### src/sv/mf3_pkg.sv
`default_nettype none
package mf3_pkg;

  // Pixel and configuration widths fixed by the stream format
  localparam int PIX_W          = 8;
  localparam int CFG_W          = 11;
  localparam int LINE_WIDTH_RST = 640;
  localparam int MIN_LINE_WIDTH = 3;

  // 3x3 window: nine taps, median is the fifth smallest
  localparam int WIN_N   = 9;
  localparam int MED_IDX = 4;

  // Depth of the queue between front and back
  localparam int Q_DEPTH = 4;

  typedef logic [PIX_W-1:0] pix_t;
  typedef pix_t [WIN_N-1:0] win_t;

endpackage
`default_nettype wire

### src/sv/mf3_back.sv
`default_nettype none
module mf3_back #(
  parameter int CW = 10,
  parameter int RW = 12
) (
  input  wire logic          clk,
  input  wire logic          rst_n,
  input  wire logic          q_valid,
  output logic               q_pop,
  input  wire mf3_pkg::pix_t q_top,
  input  wire mf3_pkg::pix_t q_mid,
  input  wire mf3_pkg::pix_t q_px,
  input  wire logic          q_produce,
  input  wire logic [RW-1:0] q_row,
  input  wire logic [CW-1:0] q_col,
  output logic               out_valid,
  input  wire logic          out_ready,
  output mf3_pkg::pix_t      out_median,
  output logic [RW-1:0]      out_row,
  output logic [CW-1:0]      out_col
);

  localparam int NST = 4;  // window stage plus three sorting stages

  // Compare-exchange: smaller value to index a, larger to index b
  function automatic mf3_pkg::win_t cx(mf3_pkg::win_t v, int a, int b);
    mf3_pkg::win_t r;
    r = v;
    if (v[a] > v[b]) begin
      r[a] = v[b];
      r[b] = v[a];
    end
    return r;
  endfunction

  logic          adv;
  mf3_pkg::win_t win_r;
  mf3_pkg::win_t st1_r, st2_r, st3_r;
  mf3_pkg::win_t net_a, net_b, net_c, net_d;
  logic [NST-1:0] v_r;
  logic [RW-1:0] row_r [NST];
  logic [CW-1:0] col_r [NST];
  logic          ov_r;
  mf3_pkg::pix_t omed_r;
  logic [RW-1:0] orow_r;
  logic [CW-1:0] ocol_r;

  // Whole pipeline moves unless a result is held at the output
  assign adv   = !ov_r || out_ready;
  assign q_pop = adv && q_valid;

  // Median-of-nine exchange network, split over four levels
  always_comb begin
    net_a = cx(win_r, 1, 2);
    net_a = cx(net_a, 4, 5);
    net_a = cx(net_a, 7, 8);
    net_a = cx(net_a, 0, 1);
    net_a = cx(net_a, 3, 4);
    net_a = cx(net_a, 6, 7);

    net_b = cx(st1_r, 1, 2);
    net_b = cx(net_b, 4, 5);
    net_b = cx(net_b, 7, 8);
    net_b = cx(net_b, 0, 3);
    net_b = cx(net_b, 5, 8);
    net_b = cx(net_b, 4, 7);

    net_c = cx(st2_r, 3, 6);
    net_c = cx(net_c, 1, 4);
    net_c = cx(net_c, 2, 5);
    net_c = cx(net_c, 4, 7);

    net_d = cx(st3_r, 4, 2);
    net_d = cx(net_d, 6, 4);
    net_d = cx(net_d, 4, 2);
  end

  // Control: stage valids and output valid
  always_ff @(posedge clk) begin
    if (!rst_n) begin
      v_r  <= '0;
      ov_r <= 1'b0;
    end else if (adv) begin
      v_r  <= {v_r[NST-2:0], q_pop && q_produce};
      ov_r <= v_r[NST-1];
    end
  end

  // Window shifts one column per item, produced or not
  always_ff @(posedge clk) begin
    if (!rst_n) begin
      win_r <= '0;
    end else if (q_pop) begin
      win_r[0] <= win_r[1];
      win_r[1] <= win_r[2];
      win_r[2] <= q_top;
      win_r[3] <= win_r[4];
      win_r[4] <= win_r[5];
      win_r[5] <= q_mid;
      win_r[6] <= win_r[7];
      win_r[7] <= win_r[8];
      win_r[8] <= q_px;
    end
  end

  // Payload stages
  always_ff @(posedge clk) begin
    if (adv) begin
      row_r[0] <= q_row;
      col_r[0] <= q_col;
      for (int i = 1; i < NST; i++) begin
        row_r[i] <= row_r[i-1];
        col_r[i] <= col_r[i-1];
      end
      st1_r  <= net_a;
      st2_r  <= net_b;
      st3_r  <= net_c;
      omed_r <= net_d[mf3_pkg::MED_IDX];
      orow_r <= row_r[NST-1];
      ocol_r <= col_r[NST-1];
    end
  end

  assign out_valid  = ov_r;
  assign out_median = omed_r;
  assign out_row    = orow_r;
  assign out_col    = ocol_r;

  // A held result must not be overwritten
  assert property (@(posedge clk) disable iff (!rst_n)
    (ov_r && !out_ready) |=> ov_r && $stable(omed_r) && $stable(orow_r))
    else $error("held result changed");

endmodule
`default_nettype wire
### config.mk
export PLATFORM = sky130hd
export DESIGN_NAME = mf3_back
export DESIGN_NICKNAME = d
export VERILOG_FILES = /design/src/sv/mf3_pkg.sv /design/src/sv/mf3_back.sv
export SDC_FILE = /design/constraint.sdc
export NUM_CORES = 1
export LEC_CHECK = 0
export CAP_MARGIN = 0
export CORE_ASPECT_RATIO = 0.5
export CORE_MARGIN = 4
export CORE_UTILIZATION = 50
export DETAILED_ROUTE_END_ITERATION = 7
export DONT_BUFFER_PORTS = 1
export MAX_ROUTING_LAYER = met4
export PLACE_DENSITY = 0.76
export SYNTH_ARGS = -nofsm -noshare
export SYNTH_HDL_FRONTEND = slang
export SYNTH_SLANG_ARGS = --single-unit
### constraint.sdc
create_clock -name clk -period 13.5 [get_ports clk]
set_clock_uncertainty 0.1 [all_clocks]
set_input_delay 2.025 -clock clk [delete_from_list [all_inputs] [get_ports clk]]
set_output_delay 2.025 -clock clk [all_outputs]
set_load 0.1 [all_outputs]
# Word level (Yosys, flattened, before mapping)
# Memories as Yosys holds them, arrays and structs flattened. A register that Yosys moved wholly into a read port is not among the register bits.
# Index checks and enable logic that the tools add are counted.
# op_classes
mux	23
reduce_logical	4
n_lt_le_gt_ge	19
# op_table
op	count
$gt 8x8->1	19
$mux 16	9
$mux 8	12
$logic_and 1x1->1	2
$mux 1	2
$logic_not 1->1	1
$logic_or 1x1->1	1
# totals
ram_bits	88
n_memories	2
ff_bits	237
in_bits	51
# mem_list
name	words	word_bits	rd	rd_ports_with_merged_regs	wr	line_no	source
row_r	4	12	4	1	4	mf3_back.sv:41	logic [RW-1:0] row_r [NST];
col_r	4	10	4	1	4	mf3_back.sv:42	logic [CW-1:0] col_r [NST];

# Logic depth before layout (Yosys ltp)
# logic_depth
depth_word	6
ltp_mapped	27
mapped_depth_nobuf	25

# Least setup slack after synthesis
# OpenSTA, ideal clock, no wires.
# synth_timing
path_kind	input -> output
from	in out_ready
to	out q_pop
cell_stages	5
arrival_time_ns	10.155
setup_slack_ns	1.220
n_path_buf	1
path_cell_list	nor2b_1 > inv_1 > nand2_1 > inv_2 > buf_1
# synth_between
elab_chain_cells	2
# synth_lines
element	line_no	source
start: declaration	mf3_back.sv:17	input wire logic out_ready,
$logic_or 1x1->1	mf3_back.sv:49	assign adv = !ov_r || out_ready;
$logic_and 1x1->1	mf3_back.sv:50	assign q_pop = adv && q_valid;
end: declaration	mf3_back.sv:9	output logic q_pop,
# No other way between the ends.

==> metrics.md <==
| Metric | Value |
|---|---|
| Status | `finished clean` |
| Syn Area/Cell | `roughly 12 um^2` |
| Row count | `47` |
| Max transition margin | `0.268` |
| Vias per inst | `~5.4` |
| Setup TNS | `0 ns` |
| Post-synth top flop | `edfxtp_1` |
| CTS tree | `done` |
| PwrDens | `237 nW/um^2` |
| Vias in the first global route | `approximately 10k` |
| DPL Wire Length | `approximately 25000 um` |
| Ports | `83` |
| Worst slack, placed | `between 6 and 7 ns` |
| YS warnings | `0` |
| Die Wd | `271 um` |
| Number of DRC markers in iteration 0 | `between 900 and 1k` |
| Drt wl/cell | `about 17 um` |
| Peak Freq | `roughly 0.15 GHz` |
| Number of flops mapped to enable cells by yosys | `270` |
| RR Startpoint | `st3_r[17]` |
| Sink Count | `roughly 350` |
| Synth cell types | `44` |
| Fillers | `2708` |
| H-tree Lvls | `1` |
| Via count | `around 11k` |
| Postcts setup bufs | `0` |
| # port buffers | `0` |
| Post-synth ARST share | `0` |
| # nets final | `approximately 1.7k` |
| Fin area | `about 19000 um^2` |
| DR pass1 iterations | `6` |
| Post-synthesis sequential area ratio | `0.558` |
| Initial antenna violation count | `0` |
| Crit-path max FO | `20` |
| Grt ovf | `0` |
| Resized cells post-CTS | `0` |
| Share of cells above drive strength 1 | `0.104` |
| Drc violations | `0` |
| Final ANT Viol Nets | `0` |
| CTS Buf Count | `30` |
| Worst hold path type | `reg -> reg` |
| CP Capture Type | `flip-flop` |
| Die area | `between 30000 and 40000 um^2` |
| Core area | `between 30000 and 40000 um^2` |
| # setup viols final | `0` |
| Hold buffers post-CTS | `0` |
| Reg power frac | `0.361` |
| Clock slew at reported path FFs | `0.07 ns` |
| Synth Cell Area | `approximately 17000 um^2` |
| Pleak | `a little under 8 nW` |
| Placer Congestion | `0.907` |
| Hold wc startpoint | `row_r[1][11]` |
| Tot GR Track Use | `0.184` |
| Ant. Diodes | `0` |
| Latest clock arrival within the worst-skew pair | `about 0.58 ns` |
| Initial Util | `0.515` |
| Die Y | `between 100 and 150 um` |
| Worst vdd ir | `0.173 mV` |
| RSZ-0062 raised after global routing | `no` |
| Post-Syn Instances | `1476` |
| Share of power burned in the clock network | `0.201` |
| Power Internal | `between 0.002 and 0.003 W` |
| Comb power frac | `0.437` |
| Min Clock Period, post-route | `approximately 6.6 ns` |
| Max-slew violations | `0` |
| Max_cap viols | `0` |
| PnR worst setup slack | `~7 ns` |
| DP Area | `roughly 18000 um^2` |
| #FFs+latches synth | `approximately 350` |
| Critical Path AT | `6.80 ns` |
| First-pass GRT wire length | `approximately 55000 um` |
| Worst Path Required | `approximately 14 ns` |
| Final hold vios | `0` |
| Area added between synthesis and finish | `8.81%` |
| Routed WL | `approximately 34000 um` |
| CP startpoint | `st3_r[17]` |
| Clk Tree Root Cell | `clkbuf_16` |
| Final Core Density | `0.560` |
| Switching pwr | `roughly 0.0017 W` |
| Switching share of power | `0.382` |
| Worst slew pin tran | `between 1 and 1.5 ns` |
| Startpoint Class | `flip-flop` |
| Final Cycle Share | `0.492` |
| Synth Net Count | `around 1.7k` |
| Largest net degree at the start of global routing | `roughly 110` |
| Min Hold Slack | `around 0.31 ns` |
| Clock Path Buffers | `3` |
| Setup CP Type | `reg -> reg` |
state kept, by name, indices dropped and copies added (netlist names):
| register | cells |
|---|---|
| net_b | 8 |
| st2_r | 56 |
| st1_r | 64 |
| st3_r | 24 |
| col_r | 40 |
| v_r | 4 |
| win_r | 72 |
| out_median | 8 |
| out_row | 12 |
| row_r | 48 |
| out_col | 10 |
| out_valid | 1 |
cell families after synthesis:
logic type | synth area share
AND/OR/NAND/NOR | 0.0833
buffers and inverters | 0.0412
flip-flops | 0.558
adder cells (fa/ha/maj) | 0.109
AO/OA/AOI/OAI | 0.115
multiplexers | 0.0930
power by group through the flow:
stage | registers [W] | clock network [W] | logic (W)
6_report | 0.00161 | 0.000898 | 0.00195
5_1_grt | 0.00163 | 0.000971 | 0.00215
4_1_cts | 0.00161 | 0.000921 | 0.00193
3_5_place_dp | 0.00164 | 0 | 0.00192
3_3_place_gp | 0.00163 | 0 | 0.00186
2_1_floorplan | 0.00159 | 0 | 0.00154
through the flow:
step / instances / total power (W)
after floorplan: 1476 / 0.00313
after global placement: 1905 / 0.00349
after detailed placement: 1905 / 0.00355
after CTS: 1961 / 0.00446
after global routing: 1961 / 0.00475
final: 1961 / 0.00446
cells in the final DEF, fill, tap and decap left out, drive strengths merged, types with 2 or more instances in the layout:
cell type / n
edfxtp: 270
nand2: 207
ha: 151
inv: 138
mux2: 85
dfxtp: 77
a21boi: 76
o21ai: 71
mux2i: 65
a21oi: 65
nor2: 56
clkbuf: 43
o21a: 28
a21o: 26
nand3: 21
nand4: 17
nor2b: 16
buf: 11
clkinv: 10
o21bai: 8
nand2b: 8
and3: 7
a222oi: 7
a22oi: 6
o211ai: 4
o22ai: 3
or2: 3
a31oi: 2
a211o: 2
o31ai: 2
bufinv: 2
a211oi: 2
Yosys cell counts, types with 7 or more instances:
master / number / area (um^2)
o21bai_1: 8 / 60.1
nand2_1: 207 / 777
nand2b_1: 8 / 50.1
mux2i_1: 65 / 651
o21ai_0: 66 / 330
a222oi_1: 7 / 70.1
a21o_1: 26 / 195
edfxtp_1: 270 / 8110
o21a_1: 27 / 203
clkbuf_1: 38 / 143
ha_1: 151 / 1890
nor2b_1: 16 / 100
mux2_2: 85 / 957
nand3_1: 21 / 105
inv_1: 136 / 510
a21boi_0: 76 / 571
nor2_1: 56 / 210
and3_1: 7 / 43.8
nand4_1: 17 / 106
a21oi_1: 65 / 325
dfxtp_1: 77 / 1540
path summary, 6_finish.rpt:
path	slack, ns	endpoint	cells after the start
max reg2reg	6.86	out_median[0]	25
min reg2reg	0.31	row_r[2][11]	0
max	6.86	out_median[0]	25
min	0.31	row_r[2][11]	0
worst max-delay path: stages, from the launching register on:
cell,delay [ns]
edfxtp_1,0.43
inv_1,0.09
ha_1,0.31
nor2b_1,0.13
o211ai_1,0.19
a21oi_1,0.15
o21ai_1,0.70
buf_4,0.35
nor2_1,0.06
a21oi_1,0.22
ha_1,0.30
a21o_1,0.18
a21oi_1,0.15
o21ai_0,0.10
a21o_1,0.23
o211a_1,0.43
mux2i_1,0.20
ha_1,0.33
a21o_1,0.19
a21oi_1,0.14
nor2b_1,0.06
o31ai_1,0.22
a211o_1,0.28
nand2_1,0.10
o21ai_1,0.48
a222oi_1,0.23
routing by layer:
metal  GRT usage  wire length [um]
met1       0.262             16300
met2       0.280             15000
met3      0.0313              1720
met4      0.0390               722
met5           -                 0
final cells by class:
cell class / instances / area [um^2] / area share
clock inverter: 13 / 118 / 0.00625
tap: 465 / 582 / 0.0309
multi-input combinational: 945 / 6940 / 0.369
sequential: 347 / 9650 / 0.513
clock buffer: 43 / 925 / 0.0491
timing repair buffer: 11 / 82.6 / 0.00439
inverter: 137 / 523 / 0.0278
Note: power is estimated with default switching activity, not from simulation.
