<file path="config.mk">
export PLATFORM = sky130hd
export DESIGN_NAME = mf3_fifo
export DESIGN_NICKNAME = d
export VERILOG_FILES = /design/src/sv/mf3_fifo.sv
export SDC_FILE = /design/constraint.sdc
export NUM_CORES = 1
export LEC_CHECK = 0
export BUFFER_PORTS_ARGS = -buffer_cell sky130_fd_sc_hd__buf_2
export CAP_MARGIN = 20
export CORE_ASPECT_RATIO = 0.8
export CORE_UTILIZATION = 45
export DETAILED_ROUTE_END_ITERATION = 6
export PLACE_DENSITY = 0.72
export SYNTH_ARGS = -nofsm -noshare
export SYNTH_HDL_FRONTEND = slang
export SYNTH_SLANG_ARGS = --single-unit
</file>
<file path="constraint.sdc">
create_clock -name clk -period 1.7 [get_ports clk]
set_clock_uncertainty 0.15 [all_clocks]
set_input_delay 0.17 -clock clk [delete_from_list [all_inputs] [get_ports clk]]
set_output_delay 0.17 -clock clk [all_outputs]
set_load 0.01 [all_outputs]
</file>
<file path="src/sv/mf3_fifo.sv">
`default_nettype none
module mf3_fifo #(
  parameter int WIDTH = 8,
  parameter int DEPTH = 4,
  localparam int PW = (DEPTH > 1) ? $clog2(DEPTH) : 1,
  localparam int NW = $clog2(DEPTH + 1)
) (
  input  wire logic             clk,
  input  wire logic             rst_n,
  input  wire logic             push,
  input  wire logic [WIDTH-1:0] wr_data,
  input  wire logic             pop,
  output logic                  rd_valid,
  output logic [WIDTH-1:0]      rd_data,
  output logic                  room2
);

  logic [WIDTH-1:0] mem_r [DEPTH];
  logic [PW-1:0]    wr_ptr_r, rd_ptr_r;
  logic [NW-1:0]    count_r;

  function automatic logic [PW-1:0] ptr_inc(logic [PW-1:0] p);
    return (int'(p) == DEPTH - 1) ? '0 : p + PW'(1);
  endfunction

  always_ff @(posedge clk) begin
    if (!rst_n) begin
      wr_ptr_r <= '0;
      rd_ptr_r <= '0;
      count_r  <= '0;
    end else begin
      if (push) wr_ptr_r <= ptr_inc(wr_ptr_r);
      if (pop)  rd_ptr_r <= ptr_inc(rd_ptr_r);
      priority if (push && !pop) count_r <= count_r + NW'(1);
      else if (pop && !push)     count_r <= count_r - NW'(1);
    end
  end

  always_ff @(posedge clk) begin
    if (push) mem_r[wr_ptr_r] <= wr_data;
  end

  assign rd_valid = (count_r != '0);
  assign rd_data  = mem_r[rd_ptr_r];
  // room for the item in flight plus one more
  assign room2    = (int'(count_r) <= DEPTH - 2);

  assert property (@(posedge clk) disable iff (!rst_n)
    push |-> (int'(count_r) < DEPTH) || pop)
    else $error("queue overflow");

  assert property (@(posedge clk) disable iff (!rst_n) pop |-> count_r != '0)
    else $error("queue underflow");

endmodule
`default_nettype wire

</file>
# Word level (Yosys, flattened, before mapping)
# Memories as Yosys holds them, arrays and structs flattened. A register that Yosys moved wholly into a read port is not among the register bits.
# Index checks and enable logic that the tools add are counted.
[word_totals]
ff_bits = 7
inputBits = 12
out_inout_bits = 10
ram_bits = 32
n_memories = 1
elab_cells = 25
[classes]
n_mux = 8
eq_ne = 2
order_cmp = 1
reduce_logical = 6
addsub = 4
[mem_list]
columns = ["name", "depth", "width", "rd", "rd_clocked_by_memory_dff", "write_ports", "line", "source"]
rows = [
  ["mem_r", 4, 8, 1, 1, 1, "18", "logic [WIDTH-1:0] mem_r [DEPTH];"],
]
[op_table]
columns = ["operator", "n"]
rows = [
  ["$mux W2", 4],
  ["$mux W3", 2],
  ["$add A2 B1 Y2 const B", 2],
  ["$eq A2 B1 Y1 const B", 2],
  ["$add A3 B1 Y3 const B", 1],
  ["$le A3 B2 Y1 const B", 1],
  ["$reduce_bool A3 Y1", 1],
  ["$sub A3 B1 Y3 const B", 1],
  ["$logic_and A1 B1 Y1", 2],
  ["$logic_not A1 Y1", 2],
  ["$mux W1", 2],
  ["$reduce_bool A2 Y1", 1],
]

# Depth between registers and ports, before layout
# Gate-level depths: netlist (run 1).
[logic_depth]
depth_word = 4
ltp_mapped = 7
depth_no_buf = 7

# Least setup slack after synthesis (run 1)
# No wires, ideal clock.
[synth_path]
path_type = "input-to-reg"
start = "in pop"
end = "reg count_r[2]"
required_time_ps = 1480
setup_slack_ps = 98
path_buffers = 0
arrival_time_ps = 1382
stages = 7
setup_time_ps = 70
path_cell_list = "inv_1 > ha_1 > inv_1 > fa_1 > xor2_1 > or3_1 > a21boi_1"
[synth_between]
elab_chain_len = 3
elab_cells_between_ends = 5
cone_classes = "1 x mux; 4 x reduce/logical"
[synth_rtl]
columns = ["element", "line", "source"]
rows = [
  ["from (decl)", "12", "input wire logic pop,"],
  ["$logic_not A1 Y1", "34", "priority if (push && !pop) count_r <= count_r + NW'(1);"],
  ["$logic_and A1 B1 Y1", "34", ""],
  ["$mux W3 or $reduce_bool A2 Y1 (tied branches)", "n/a", ""],
  ["to (signal assigned)", "34", ""],
  ["to (signal assigned)", "35", "else if (pop && !push) count_r <= count_r - NW'(1);"],
  ["to (decl)", "20", "logic [NW-1:0] count_r;"],
]
# Parallel ways exist; a longest one is shown, timed or not.
# A chain may end at the register's enable or synchronous reset.

==> reports/metrics.cfg, run 1 <==
[pwr]
vdd_drop_max_mv = 0.711
finalPower_mw = 2.21
leakagePower_nw = 0.765
powerDensity_nw_per_um2 = 1090

[status]
violations = negative setup slack
outcome = finished, violations left

[synthesis]
synth_top_area_share = 0.595
ys_seq_area_frac = 0.707
synth_largest_area_cell = edfxtp_1
synthCells = 86
ys_types = 20
syn_area_um2 = 1610
ys_top_cells_by_area = edfxtp_1, dfxtp_1, mux4_2, ha_1, mux2i_1
synthArstFlopShare = 0
synth_seq_cells = 41
synth_common_cells = edfxtp_1, dfxtp_1, mux4_2
synth_enable_flop_cells = 32
yosysMostFrequentCell = edfxtp_1
syn_avg_cell_area_um2 = 18.8
syn-num-nets = 105
yosysWarnings = 0
ys.flop_type = edfxtp_1

[detailed_routing]
wl_um = 2470
ant_nets = 0
drt_iter0_drc = 64
vias = 845
drc = 0
dr.pass1.iters = 4
wl_per_cell_um = 14.6
vias_per_cell = 5.00

[floorplan]
initial_core_util = 0.471
core_area_um2 = 3420
num_io_pins = 22
std_cell_rows = 19
die_area_um2 = 3830
die_w_um = 69.0
die_h_um = 55.6

[clocking]
cts_tree = built
cts_sinks = 41
htree_levels = 2
cts_buffers = 5
cts-root-buf = clkbuf_8
clock_path_buffers = 2
insertion_delay_ns = 0.29
clk_pin_slew_ns = 0.07

[critical_path]
reg2reg_from = count_r[0]$_SDFFE_PN0P_
critPathMaxFanout = 8
crit_type = reg2out
worstPathRequired_ns = 1.38
cp_slowest_stage_delay_ns = 0.52
worstSetupStartpointType = register
setup.worst_path.end_class = output port
rr_worst_depth = 4
worstPathArrival_ns = 1.42
worstPathCellList = buf_12 > mux4_2 > buf_6
crit_slowest_cell = mux4_2

[layout]
drive_gt1_frac = 0.346
finalNetCount = 145
area_growth_pct = 26.0
antenna_cells = 0
fin_cells = 169
layout.filler_cells = 269

[hold_path]
hold_start = rst_n
min_delay_path_depth = 2
min_path_type = in2reg

[sta]
clock.fmax_mhz = 574
period_share = 1.03
setup_ws_ns = -0.0430
tightest_slew_ns = 0.435
max_slew_margin = 0.710
hold_viol = 0
holdWs_ns = 0.0156
report.final.slew_viol_count = 0
rsz0062_at_grt = yes
setup_tns_ns = -0.232
finalCriticalPeriod_ns = 1.74
finalSetupViolations = 8

[global_routing]
grt_max_degree = 14
grt_first_pass_wirelength_um = 4220
first_global_vias = 898
gr-total-overflow = 0
grt_usage = 0.164
antenna_found_initial = 0

[placement]
port-buffer-count = 21
gp_congestion = 0.698
place_ws_ns = -0.0798
place_inst = 153

[run]
drv_cap = 0

==> report_power, final <==
group / internal, mW / total (mW) / switching (mW)
logic: 0.161 / 0.282 / 0.121
registers: 1.14 / 1.18 / 0.0363
clock network: 0.435 / 0.750 / 0.314
==> flip-flops by register name, indices dropped and copies added, names as in the netlist, named ones only <==
signal	count
rd_ptr_r	2
count_r	3
wr_ptr_r	2
mem_r	32
==> area by class of cell <==
| cell class | count | area (µm²) | area share |
|---|---|---|---|
| flip-flops and latches | 41 | 1140 | 0.562 |
| well taps | 42 | 52.6 | 0.0258 |
| clock buffers | 6 | 72.6 | 0.0357 |
| repair buffers | 35 | 274 | 0.135 |
| clock inverters | 2 | 35.0 | 0.0172 |
| inverters | 4 | 15.0 | 0.00738 |
| multi-input cells | 39 | 442 | 0.217 |
==> metrics by stage <==
| stage | instance area (µm²) | util |
|---|---|---|
| final | 2030 | 0.594 |
| after global routing | 2030 | 0.594 |
| after CTS | 2000 | 0.585 |
| after detailed placement | 1810 | 0.530 |
| after global placement | 1810 | 0.530 |
| after floorplan | 1610 | - |
==> timing repair <==
action | in CTS | in global routing
endpoints found under the hold margin | 32 | 0
hold buffers | 8 | 0
buffers inserted | 0 | 0
setup endpoints to repair | 8 | 9
gates resized for setup | 1 | 6
==> kinds of logic (layout without fill, tap and decap cells) <==
| kind of cell | Yosys count | count (layout) | share of synthesized area |
|---|---|---|---|
| flip-flops | 41 | 41 | 0.707 |
| buffers and inverters | 6 | 47 | 0.0194 |
| multiplexers | 12 | 12 | 0.136 |
| AO/OA/AOI/OAI | 4 | 4 | 0.0155 |
| adder cells (fa/ha/maj) | 7 | 7 | 0.0589 |
| AND/OR/NAND/NOR | 14 | 14 | 0.0519 |
| XOR/XNOR | 2 | 2 | 0.0109 |
==> worst max-delay path, delay by kind of cell, from the launching register on <==
kind	cells	cell delay, ns
mux	1	0.52
flops	1	0.34
buf+inv	2	0.28
==> layout by cell type (no fill, tap or decap), types with 2 or more instances in the layout <==
master and n:
buf_6 5, buf_2 16, mux2i_1 4, nor2b_1 5, edfxtp_1 32, dlygate4sd3_1 8, dfxtp_2 2, clkbuf_8 5
or3_1 2, and2_1 5, ha_1 6, dfxtp_1 7, mux4_2 8, inv_1 4, buf_4 5
==> metal layers <==
layer	wire (µm)	share of wire	up-vias	GRT usage
li1	-	-	407	-
met1	1050	0.42	415	0.200
met2	1260	0.51	18	0.245
met3	122	0.049	5	0.0785
met4	41	0.017	0	0.0729
met5	0	0	-	0
==> worst paths after layout <==
path / endpoint / slack, ns
max: rd_data[0] / -0.04
max reg2reg: count_r[2]$_SDFFE_PN0P_ / 0.08
min reg2reg: count_r[2]$_SDFFE_PN0P_ / 0.35
min: count_r[0]$_SDFFE_PN0P_ / 0.02
(Power assumes the default switching activity.)
==> inputs of run 2 (changes only) <==
--- a/config.mk
+++ b/config.mk
@@ -8,9 +8,9 @@
 export BUFFER_PORTS_ARGS = -buffer_cell sky130_fd_sc_hd__buf_2
 export CAP_MARGIN = 20
 export CORE_ASPECT_RATIO = 0.8
-export CORE_UTILIZATION = 45
+export CORE_UTILIZATION = 35
 export DETAILED_ROUTE_END_ITERATION = 6
-export PLACE_DENSITY = 0.72
+export PLACE_DENSITY = 0.6
 export SYNTH_ARGS = -nofsm -noshare
 export SYNTH_HDL_FRONTEND = slang
 export SYNTH_SLANG_ARGS = --single-unit
==> reports/metrics.cfg, run 2 (synthesis gave the netlist of run 1 again) <==
[critical_path]
r2r_end = count_r[2]$_SDFFE_PN0P_
worstSetupStartpointType = register
reg2reg_slack_ns = 0.10
worstPathArrival_ns = 1.42
reg2reg_from = count_r[0]$_SDFFE_PN0P_
worstPathCellList = buf_12 > mux4_2 > buf_6
setup.worst_path.end_class = output port
crit_type = reg2out
rr_worst_depth = 4
cp_num_buf_inv = 2
worstPathRequired_ns = 1.38
critPathMaxFanout = 8
critPathTopFamily = multiplexers
crit_cells = 3
critPathCapture = rd_data[3]
cp_slowest_stage_delay_ns = 0.51
crit_slowest_cell = mux4_2

[clocking]
cts_sinks = 41
htree_levels = 2
clock_path_buffers = 2
cts_tree = built
cts_buffers = 5
insertion_delay_ns = 0.28
clk_pin_slew_ns = 0.08
cts-root-buf = clkbuf_8

[floorplan]
die_h_um = 62.7
die_area_um2 = 4890
core_area_um2 = 4310
die_w_um = 77.9
std_cell_rows = 21
num_io_pins = 22
initial_core_util = 0.375

[pwr]
vdd_drop_max_mv = 0.437
combPwrFrac = 0.131
seqPwrFrac = 0.529
p_int_mw = 1.74
powerDensity_nw_per_um2 = 1070
power.net_switching_mw = 0.482
p_clk_frac = 0.339
leakagePower_nw = 0.772
switching_share = 0.217

[layout]
multi_input_area_um2 = 442
final_cell_mix = edfxtp_1, buf_2, mux4_2, dlygate4sd3_1
fin_cells = 186
final_util = 0.481
layout.filler_cells = 381
final_common_cell = edfxtp_1
seq_area_um2 = 1140
antenna_cells = 0
drive_gt1_frac = 0.357
top_register = mem_r
final_area_um2 = 2070
finalNetCount = 147
reg_top3 = mem_r: 32 flops, count_r: 3 flops
area_growth_pct = 28.3
largest_reg_flops = 32

[placement]
dp_hpwl_um = 1760
dpl_cell_area_um2 = 1850
port-buffer-count = 21
place_inst = 170
gp_congestion = 0.642

[hold_path]
min_path_type = in2reg

[detailed_routing]
wl_met2_um = 1300
drt_iter0_drc = 30
wl_met1_um = 1080
dr.pass1.iters = 2
vias_per_cell = 4.39
drc = 0
highest_layer = met4
ant_nets = 0
wl_per_cell_um = 13.5
met3_length_um = 110
wl_um = 2520
vias = 817

[sta]
clock.fmax_mhz = 576
rsz0062_at_grt = yes
setup_ws_ns = -0.0367
holdWs_ns = 0.0339
max_slew_margin = 0.732
tightest_slew_ns = 0.402
report.final.slew_viol_count = 0
setup_tns_ns = -0.211
finalSetupViolations = 8
finalCriticalPeriod_ns = 1.74
hold_viol = 0
period_share = 1.02

[global_routing]
grt_first_pass_wirelength_um = 4170
gr-total-overflow = 0
antenna_found_initial = 0
grt_usage = 0.119
grt_max_degree = 14
first_global_vias = 893

[run]
drv_cap = 0

[status]
violations = negative setup slack
outcome = finished, violations left

==> run 2: cell count changes in the layout (fill, tap and decap cells not counted) <==
cell | before | now
buf_4 | 5 | 7
clkinv_1 | 0 | 1
clkinvlp_4 | 0 | 1
clkbuf_1 | 1 | 0
clkinv_2 | 1 | 0
==> run 2: worst reg2reg max path, cell delays in order, from the launching register on <==
cell and delay, ns:
dfxtp_2 0.35, fa_1 0.43, xor2_1 0.18, or3_1 0.30
a21boi_1 0.12
==> run 2: worst min path at each step <==
stage	from	end	slack [ns]	cells after the start
after global routing	rst_n	count_r[0]$_SDFFE_PN0P_	0.04	2
after global placement	wr_data[3]	mem_r[0][3]$_DFFE_PP_	0.23	1
after detailed placement	wr_data[5]	mem_r[2][5]$_DFFE_PP_	0.24	1
final	rst_n	wr_ptr_r[0]$_SDFFE_PN0P_	0.03	2
after CTS	rst_n	register	0.03	2
after floorplan	wr_data[0]	mem_r[0][0]$_DFFE_PP_	0.12	0
==> run 2: per-layer routing <==
layer / GRT usage / vias to the layer above
met3: 0.0409 / 2
met2: 0.205 / 15
li1: - / 407
met1: 0.138 / 393
met4: 0.0417 / 0
met5: 0 / -
==> run 2: per-stage QoR <==
stage               total power [mW]  setup slack, ns
floorplan                       1.35           0.0984
global placement                1.44          -0.0166
detailed placement              1.46          -0.0951
CTS                             2.24          -0.0674
global route                    2.31          -0.0912
finish                          2.22          -0.0367
==> run 2: power groups by stage <==
stage          clock [mW]  combinational [mW]  sequential, mW
3_5_place_dp            0               0.260            1.20
2_1_floorplan           0               0.163            1.18
3_3_place_gp            0               0.251            1.19
6_report            0.754               0.292            1.17
4_1_cts             0.774               0.290            1.18
5_1_grt             0.808               0.323            1.18
==> run 2: layout make-up <==
class | count | area share
clock buffer | 5 | 0.0332
inverter | 4 | 0.00725
sequential | 41 | 0.552
timing repair buffer | 37 | 0.140
clock inverter | 3 | 0.0199
multi-input combinational | 39 | 0.213
tap | 57 | 0.0344
==> run 2: what timing repair did <==
item / 4_1_cts / 5_1_grt
hold endpoints to repair: 32 / 0
hold buffers: 8 / 0
setup endpoints to repair: 8 / 9
buffers inserted: 0 / 0
pin swaps: 0 / 1
gates resized for setup: 4 / 3
